[src/rtl/spq_pkg.sv]
// Package for the stable priority queue: item word types, entry type,
// status and command codes, sizing constants. No dependencies.
package spq_pkg;

  localparam int DEPTH        = 16;
  localparam int PAYLOAD_BITS = 32;
  localparam int CNT_W        = $clog2(DEPTH + 1);

  localparam logic CMD_INSERT = 1'b0;
  localparam logic CMD_POP    = 1'b1;

  localparam logic [1:0] ST_INSERTED  = 2'd0;
  localparam logic [1:0] ST_POPPED    = 2'd1;
  localparam logic [1:0] ST_POP_EMPTY = 2'd2;
  localparam logic [1:0] ST_DROP_FULL = 2'd3;

  typedef struct packed {
    logic               command;
    logic signed [15:0] priority_req;
    logic [31:0]        payload;
  } in_word_t;

  typedef struct packed {
    logic [1:0]         status;
    logic signed [15:0] out_priority;
    logic [31:0]        out_payload;
    logic [4:0]         occupancy;
  } out_word_t;

  typedef struct packed {
    logic signed [15:0]      prio;
    logic [PAYLOAD_BITS-1:0] pay;
  } entry_t;

  // Per-cycle operation broadcast to every cell.
  typedef struct packed {
    logic ins;
    logic pop;
  } cell_ctl_t;

endpackage

[src/rtl/stable_priority_queue.sv]
// Top level of the stable priority queue: entry count, chain of spq_cell
// slots and the result register. Depends on spq_pkg and spq_cell.
//
// Usage:
//   in channel  : in_valid / in_stall / in_word. command selects insert or
//                 pop; priority_req and payload matter for insert only.
//   out channel : out_valid / out_stall / out_word. Exactly one result word
//                 per input word, in order: status, popped priority and
//                 payload (zero unless popped), occupancy after the step.
//   Latency     : the result word appears the cycle after its input word
//                 is taken.
//   Throughput  : one word per cycle while in_stall is low. Every slot
//                 compares its priority with the new one in parallel and the
//                 chain shifts by one slot in the same cycle.
//   Reset       : rst_n low clears the count and the result valid; the
//                 queue starts empty. Slot contents are not cleared; only
//                 slots below the count are ever read.
//   Stall       : while out_stall holds a pending result, in_stall rises
//                 and the queue state holds until the result is taken.
//   Full/empty  : an insert into a full queue is dropped (status 3); a pop
//                 of an empty queue reports status 2.
module stable_priority_queue (
  input  logic               clk,
  input  logic               rst_n,
  input  logic               in_valid,
  output logic               in_stall,
  input  spq_pkg::in_word_t  in_word,
  output logic               out_valid,
  input  logic               out_stall,
  output spq_pkg::out_word_t out_word
);

  localparam int N = spq_pkg::DEPTH;

  logic [spq_pkg::CNT_W-1:0] count_r;
  logic [spq_pkg::CNT_W-1:0] count_nxt;
  logic                      out_valid_r;
  logic                      out_valid_nxt;
  spq_pkg::out_word_t        out_word_r;
  spq_pkg::out_word_t        out_word_nxt;

  logic               accept;
  logic               full;
  logic               empty;
  spq_pkg::cell_ctl_t ctl;
  spq_pkg::entry_t    new_entry;

  spq_pkg::entry_t cell_entry [N];
  logic            cell_keep  [N];

  // Hold the input while an untaken result sits in the output register.
  assign in_stall = out_valid_r && out_stall;
  assign accept   = in_valid && !in_stall;
  assign full     = (count_r == spq_pkg::CNT_W'(N));
  assign empty    = (count_r == '0);

  assign ctl.ins = accept && (in_word.command == spq_pkg::CMD_INSERT) && !full;
  assign ctl.pop = accept && (in_word.command == spq_pkg::CMD_POP) && !empty;

  assign new_entry.prio = in_word.priority_req;
  assign new_entry.pay  = in_word.payload[spq_pkg::PAYLOAD_BITS-1:0];

  // Chain of slots, head at index 0. Inserts shift right past the slots
  // that keep; pops shift everything left by one.
  for (genvar i = 0; i < N; i++) begin : g_cell
    logic            occ;
    logic            lkeep;
    spq_pkg::entry_t lent;
    spq_pkg::entry_t rent;

    assign occ = (spq_pkg::CNT_W'(i) < count_r);

    if (i == 0) begin : g_head
      assign lkeep = 1'b1;
      assign lent  = new_entry;
    end else begin : g_body
      assign lkeep = cell_keep[i-1];
      assign lent  = cell_entry[i-1];
    end

    if (i == N - 1) begin : g_tail
      assign rent = cell_entry[i];
    end else begin : g_inner
      assign rent = cell_entry[i+1];
    end

    spq_cell u_cell (
      .clk         (clk),
      .ctl         (ctl),
      .new_entry   (new_entry),
      .occupied    (occ),
      .left_keep   (lkeep),
      .left_entry  (lent),
      .right_entry (rent),
      .keep        (cell_keep[i]),
      .entry       (cell_entry[i])
    );
  end

  always_comb begin
    count_nxt = count_r;
    if (ctl.ins) begin
      count_nxt = count_r + 1'b1;
    end else if (ctl.pop) begin
      count_nxt = count_r - 1'b1;
    end
  end

  // Build the result word: status and popped entry from the state before this step, occupancy after it.
  always_comb begin
    out_word_nxt              = out_word_r;
    out_word_nxt.out_priority = '0;
    out_word_nxt.out_payload  = '0;
    if (in_word.command == spq_pkg::CMD_INSERT) begin
      out_word_nxt.status = full ? spq_pkg::ST_DROP_FULL : spq_pkg::ST_INSERTED;
    end else if (empty) begin
      out_word_nxt.status = spq_pkg::ST_POP_EMPTY;
    end else begin
      out_word_nxt.status       = spq_pkg::ST_POPPED;
      out_word_nxt.out_priority = cell_entry[0].prio;
      out_word_nxt.out_payload  = 32'(cell_entry[0].pay);
    end
    out_word_nxt.occupancy = 5'(count_nxt);
  end

  // Drop the valid once the result is taken, unless a new word arrives.
  assign out_valid_nxt = accept || (out_valid_r && out_stall);

  always_ff @(posedge clk) begin
    if (!rst_n) begin
      count_r     <= '0;
      out_valid_r <= 1'b0;
    end else begin
      count_r     <= count_nxt;
      out_valid_r <= out_valid_nxt;
    end
  end

  always_ff @(posedge clk) begin
    if (accept) begin
      out_word_r <= out_word_nxt;
    end
  end

  assign out_valid = out_valid_r;
  assign out_word  = out_word_r;

endmodule

[src/rtl/spq_cell.sv]
// One slot of the sorted chain: holds an entry, keeps, takes the new entry
// or takes a neighbour's entry. Depends on spq_pkg.
module spq_cell (
  input  logic               clk,
  input  spq_pkg::cell_ctl_t ctl,
  input  spq_pkg::entry_t    new_entry,
  input  logic               occupied,
  input  logic               left_keep,
  input  spq_pkg::entry_t    left_entry,
  input  spq_pkg::entry_t    right_entry,
  output logic               keep,
  output spq_pkg::entry_t    entry
);

  spq_pkg::entry_t entry_r;
  spq_pkg::entry_t entry_nxt;

  // Stay in place when this slot is occupied and holds a priority not above the new one.
  assign keep  = occupied && (entry_r.prio <= new_entry.prio);
  assign entry = entry_r;

  always_comb begin
    entry_nxt = entry_r;
    priority if (ctl.ins) begin
      if (keep) begin
        entry_nxt = entry_r;
      end else if (left_keep) begin
        entry_nxt = new_entry;
      end else begin
        entry_nxt = left_entry;
      end
    end else if (ctl.pop) begin
      entry_nxt = right_entry;
    end
  end

  always_ff @(posedge clk) begin
    entry_r <= entry_nxt;
  end

endmodule

[config.mk]
export PLATFORM = sky130hd
export DESIGN_NAME = stable_priority_queue
export DESIGN_NICKNAME = d
export VERILOG_FILES = /design/src/rtl/spq_pkg.sv /design/src/rtl/stable_priority_queue.sv /design/src/rtl/spq_cell.sv
export SDC_FILE = /design/constraint.sdc
export NUM_CORES = 2
export LEC_CHECK = 0
export ABC_AREA = 1
export CORE_MARGIN = 8
export CORE_UTILIZATION = 45
export CTS_CLUSTER_SIZE = 10
export DETAILED_ROUTE_END_ITERATION = 16
export DONT_BUFFER_PORTS = 1
export HOLD_SLACK_MARGIN = 0.06
export PLACE_DENSITY_LB_ADDON = 0.05
export SKIP_LAST_GASP = 1
export SLEW_MARGIN = 30
export SYNTH_ARGS = -nofsm -noshare
export SYNTH_HDL_FRONTEND = slang
export SYNTH_SLANG_ARGS = --single-unit
export TNS_END_PERCENT = 5
[constraint.sdc]
create_clock -name clk -period 7.9 [get_ports clk]
set_input_delay 0.395 -clock clk [delete_from_list [all_inputs] [get_ports clk]]
set_output_delay 0.395 -clock clk [all_outputs]
set_load 0.02 [all_outputs]
Word-level counts from Yosys, hierarchy flattened. Cells that the tools add are included.

Add/sub/neg operators: 2. Magnitude comparators: 32. Equal/unequal tests: 16. Muxes and demuxes: 65. Bitwise logic cells: 2. Reduce and logical (&&, ||, !) cells: 45.

Operators by type and width (number): 48-bit 2-to-1 mux (60); 16-bit <= comparator (16); 4-bit by 5-bit less-than comparator with 1-bit output (first input constant) (8); 2-bit AND reduction (16); 2-bit != test (second input constant) (15); 1-bit logical AND (22); 3-bit by 5-bit less-than comparator with 1-bit output (first input constant) (4); 1-bit by 5-bit less-than comparator with 1-bit output (first input constant) (2); 2-bit by 5-bit less-than comparator with 1-bit output (first input constant) (2); 5-bit 2-to-1 mux (2); 2-bit 2-to-1 mux (3); 5-bit by 1-bit adder with 5-bit output (second input constant) (1); 5-bit == test (second input constant) (1); 5-bit zero test (1); 5-bit by 1-bit subtractor with 5-bit output (second input constant) (1); 1-bit zero test (3); 1-bit NOT (2); 2-bit nonzero test (1); 2-bit OR reduction (1); 1-bit logical OR (1).

Bits in registers: 829. Input port bits: 53. Output and inout port bits: 57. Word-level logic and storage cells: 200.

Longest topological paths before layout.
Depth after elaboration: 7. Mapped depth: 20. Gate-level depth less buffers: 18.

Hierarchy. Synthesis repeated with hierarchy kept, for this count alone.

Cell total of the unflattened synthesis: 5837. Area total of the unflattened synthesis: 48950.7 µm².

By module, submodules not included: spq_cell (g_cell[0].u_cell ...) (times used 11, cells an instance 351, area each 2900.3 µm², seq. area each 1441.4 µm²); spq_cell (g_cell[5].u_cell ...) (times used 5, cells an instance 343, area each 2870.3 µm², seq. area each 1441.4 µm²); stable_priority_queue (times used 1, cells an instance 261, area each 2696.3 µm², seq. area each 1771.7 µm²).

Worst setup path after synthesis. OpenSTA, ideal clock, no wires.

Path kind: reg2reg. Start point: reg out_valid_r (netlist: out_valid). End point: reg g_cell[14].u_cell.entry_r (netlist bit g_cell[14].u_cell.entry[0]), enable pin. Library setup time: 0.482 ns. Arrival: 4.584 ns. Required time: 7.418 ns. Path slack: 2.834 ns. Cell stages (with the launch flop): 6. Buffers on the path: 0. Clock period less this slack: 5.066 ns. Cells stage by stage: dfxtp_1 nand2_1 nand2_1 inv_1 o21ai_0 a31oi_1.

Word-level cells in the longest chain between the ends: 7. Elaborated cells between the ends (all ways): 10. Classes of those cells: eq/ne: 1; reduce/logical: 9.

RTL lines: start, declared (line stable_priority_queue.sv:37) `logic out_valid_r;`; start signal, assigned (line stable_priority_queue.sv:135) `out_valid_r <= out_valid_nxt;`; 1-bit logical AND (*) (line stable_priority_queue.sv:52) `assign in_stall = out_valid_r && out_stall;`; 1-bit zero test (*) (line stable_priority_queue.sv:53) `assign accept = in_valid && !in_stall;`; 1-bit logical AND (*) (line stable_priority_queue.sv:53); via accept (line stable_priority_queue.sv:42) `logic accept;`; 1-bit logical AND, on equally long branches (2 in a row) (line stable_priority_queue.sv:57, stable_priority_queue.sv:58); 2-bit != test (no line) or 2-bit nonzero test (tied branches); 2-bit AND reduction (no line) (*); end signal, assigned (line spq_cell.sv:38) `entry_r <= entry_nxt;`; end, declared (line spq_cell.sv:15) `spq_pkg::entry_t entry_r;`.

The timed path passes the listed nets; every way through them passes the cells marked *. A chain may end at the register's enable or synchronous reset.

Final worst setup path.
Start point: reg count_r[0] (netlist bit). End point: reg g_cell[10].u_cell.entry_r (netlist bit g_cell[10].u_cell.entry[13]), enable pin.

Word-level cells in the longest chain between the ends: 5. Elaborated cells between the ends (all ways): 11. Classes of those cells: order compare: 1; eq/ne: 2; reduce/logical: 8.

RTL lines: start, declared (line stable_priority_queue.sv:35) `logic [spq_pkg::CNT_W-1:0] count_r;`; start signal, assigned (line stable_priority_queue.sv:134) `count_r <= count_nxt;`; branches (longest 4 deep; another with 4-bit by 5-bit less-than comparator with 1-bit output); 2-bit AND reduction (no line) (*); end signal, assigned (line spq_cell.sv:38); end, declared (line spq_cell.sv:15).

Every way passes the cells marked *.

==> results_dict.tcl <==
set metrics [dict create \
    synth_edf_count 823 \
    h-tree-depth 3 \
    post_synth_instance_area_um2 49800 \
    fin_tns_setup_ns 0 \
    grt_setup_unrepaired "false" \
    min_period_over_period_pct 53.8 \
    timing.critical_path.from_type "flip-flop" \
    floorplan.die.width_um 349 \
    antenna_found_initial 1 \
    arrival_ns 4.60 \
    timing.hold.worst.class "primary input to flip-flop" \
    run_status "finished, final reports clean" \
    drt_pre_antenna_iters 6 \
    netlist.area_leader.share_pct 49.6 \
    max_stage_delay_on_crit_path_ns 0.70 \
    placement_rows 122 \
    track_usage_pct 24.4 \
    start_util_pct 45.2 \
    largest_buffer_count_on_any_clock_path 3 \
    intPower_mw 8.66 \
    cp_top_family "simple AND/OR/NAND/NOR gates" \
    finalHoldViolations 0 \
    die-area_um2 122000 \
    cp_data_required_time_ns 8.25 \
    final-max-slew-violation-count 0 \
    die_height_um 349 \
    global_route_wire_length_before_repair_mm 233 \
    tritoncts "built" \
    crit_path_max_fanout 49 \
    grt.overflow.total 0 \
    vias_per_cell 4.94 \
    detailroute.via_count 39400 \
    worst_slew_pin_slew_ns 1.01 \
    power_frac_seq_pct 46.7 \
    nets 6730 \
    final_antenna_net_count 0 \
    timing_worst_setup_path_type "flip-flop to flip-flop" \
    fin_skew_ns 0.0276 \
    cell_count_post_placement 7762 \
    grt.busiest_layer "met1" \
    register_to_register_path_setup_slack_ns 3.65 \
    leakage_nw 30.8 \
    synthTopCellsByArea "sky130_fd_sc_hd__edfxtp_1, sky130_fd_sc_hd__nand2_1, sky130_fd_sc_hd__ha_1" \
    combPwrFrac_pct 17.6 \
    grt_start_max_net_pins 213 \
    hold_buffers 39 \
    vias_in_the_first_global_route 37000 \
    crit_slowest_cell "sky130_fd_sc_hd__nand2_2" \
    postSynth.topFlopCell "sky130_fd_sc_hd__edfxtp_1" \
    synthesis.area_per_instance_um2 7.66 \
    drc_errors 0 \
    timing.fmax_ghz 0.235 \
    yosys_warnings 0 \
    place_congestion 0.882 \
    synth.net_count 6817 \
    yosysSeqAreaShare_pct 49.8 \
    place_worst_setup_slack_ns 3.38 \
    clkLatencyLatePin_ns 0.70 \
    ctsRootBufferMaster "sky130_fd_sc_hd__clkbuf_16" \
    numCtsBuffers 102 \
    global_route.usage.met3_pct 3.01 \
    worst_slew_margin_rel_pct 32.9 \
    total_switching_power_mw 3.77 \
    grt_util_met1_pct 39.1 \
    areaGrowthSynthToFinish_pct 8.90 \
    post-route-worst-setup-slack_ns 3.65 \
    endpoint_kind "flip-flop" \
    postSynthCellCount 6505 \
    floorplan.core_area_um2 110000 \
    final_common_cell "sky130_fd_sc_hd__nand2_1" \
    final_cell_count_no_fill 7978 \
    worstPathCellList "inv_1 -> ha_1 -> nand3_2 -> nor2_2 -> inv_2 -> nand2_8 -> inv_6 -> nand2_4 -> nand2_2 -> buf_4" \
    netSwitchingFraction_pct 30.3 \
    layout_common_cells "sky130_fd_sc_hd__nand2_1, sky130_fd_sc_hd__edfxtp_1, sky130_fd_sc_hd__inv_1" \
    drv_cap 0 \
    setup_violations 0 \
    place.detailed.hpwl_mm 104 \
    synth_top_cell_by_area "sky130_fd_sc_hd__edfxtp_1" \
    detail_route.iter0.violations 3853 \
    post_route_cells_drive_above_1_share_pct 4.50 \
    cts_num_sinks 829 \
    post_cts_buffers 0 \
    grt_util_met2_pct 34.9 \
    port_buffers 0 \
    wl_per_cell_um 19.1 \
    post_cts_resize_count 0 \
    postSynth.asyncResetShare_pct 0 \
    wirelength_mm 152 \
    clkTransAtPathRegs_ns 0.06 \
    netlist-cell-type-count 36 \
    top_level_ports 110 \
    worstPathBufferInverterCount 4 \
    fin_crit_ns 4.25 \
    postSynthRegisterBits 829 \
    pwr-share-clk_pct 35.7 \
    post_layout_total_power_mw 12.4 \
    ir_worst_vdd_uv 167 \
    power_per_cell_area_nw_per_um2 229 \
]
-- state kept, by name (all words and copies together) (netlist names) --
register	cells
g_cell.u_cell.entry	768
out_word	55
out_valid	1
count_r	5
-- cell usage after synthesis, types with 18 or more instances --
cell type and instances:
sky130_fd_sc_hd__a21oi_1 97, sky130_fd_sc_hd__buf_2 104, sky130_fd_sc_hd__buf_4 78, sky130_fd_sc_hd__clkbuf_1 98, sky130_fd_sc_hd__edfxtp_1 823, sky130_fd_sc_hd__ha_1 259
sky130_fd_sc_hd__inv_1 802, sky130_fd_sc_hd__nand2_1 3773, sky130_fd_sc_hd__nand2_2 18, sky130_fd_sc_hd__nand2_4 40, sky130_fd_sc_hd__nand3_1 98, sky130_fd_sc_hd__nand4_1 18
sky130_fd_sc_hd__nor2_1 136, sky130_fd_sc_hd__o21ai_0 90
-- per-layer routing --
layer	share of wire, %	up-vias
met5	0	-
met4	1.7	0
met3	7.0	150
met2	41	1276
met1	51	18100
li1	-	19900
-- cells by family (layout without fill, tap and decap cells) --
kind of cell	after synthesis	count (layout)	synth area share (%)
DFF	829	829	49.8
and+or+nand+nor	4102	4102	32.0
adders and majority gates	259	259	6.50
AOI/OAI and AO/OA	212	212	2.28
other	0	1	0
xor gates and xnor gates	3	3	0.0527
buffers and inverters	1100	1084	9.33
-- area by class of cell --
cell class | instances | area, um2
multi-input cells | 4576 | 20500
well taps | 1488 | 1860
clock buffers | 150 | 2840
repair buffers | 103 | 932
diodes | 1 | 2.50
clock inverters | 25 | 246
inverters | 806 | 3030
flip-flops and latches | 829 | 24800
fillers | 11000 | 55900
-- metrics by stage --
step / hold slack, ns / util [%] / cell area (um2)
2_1_floorplan: 0.494 / - / 49800
3_3_place_gp: 0.496 / 46.0 / 50700
3_5_place_dp: 0.502 / 46.1 / 50800
4_1_cts: 0.0603 / 49.2 / 54200
5_1_grt: 0.0978 / 49.2 / 54300
6_report: 0.112 / 49.2 / 54300
-- worst paths after layout --
check,from,depth (start not counted),endpoint
worst max-delay path,count_r[0]$_SDFF_PN0_,10,g_cell[10].u_cell.entry[13]$_DFFE_PP_
worst max register to register,count_r[0]$_SDFF_PN0_,10,g_cell[10].u_cell.entry[13]$_DFFE_PP_
worst min register to register,g_cell[15].u_cell.entry[8]$_DFFE_PP_,2,g_cell[14].u_cell.entry[8]$_DFFE_PP_
worst min-delay path,in_word[33],2,g_cell[0].u_cell.entry[33]$_DFFE_PP_
-- power groups by stage --
stage	clock network, mW	logic, mW	registers, mW
global route	4.67	2.51	5.85
finish	4.43	2.19	5.81
detailed placement	0	2.15	5.89
global placement	0	2.13	5.89
floorplan	0	1.57	5.78
CTS	4.54	2.19	5.80
No activity file was read; power rests on OpenSTA's default activity.
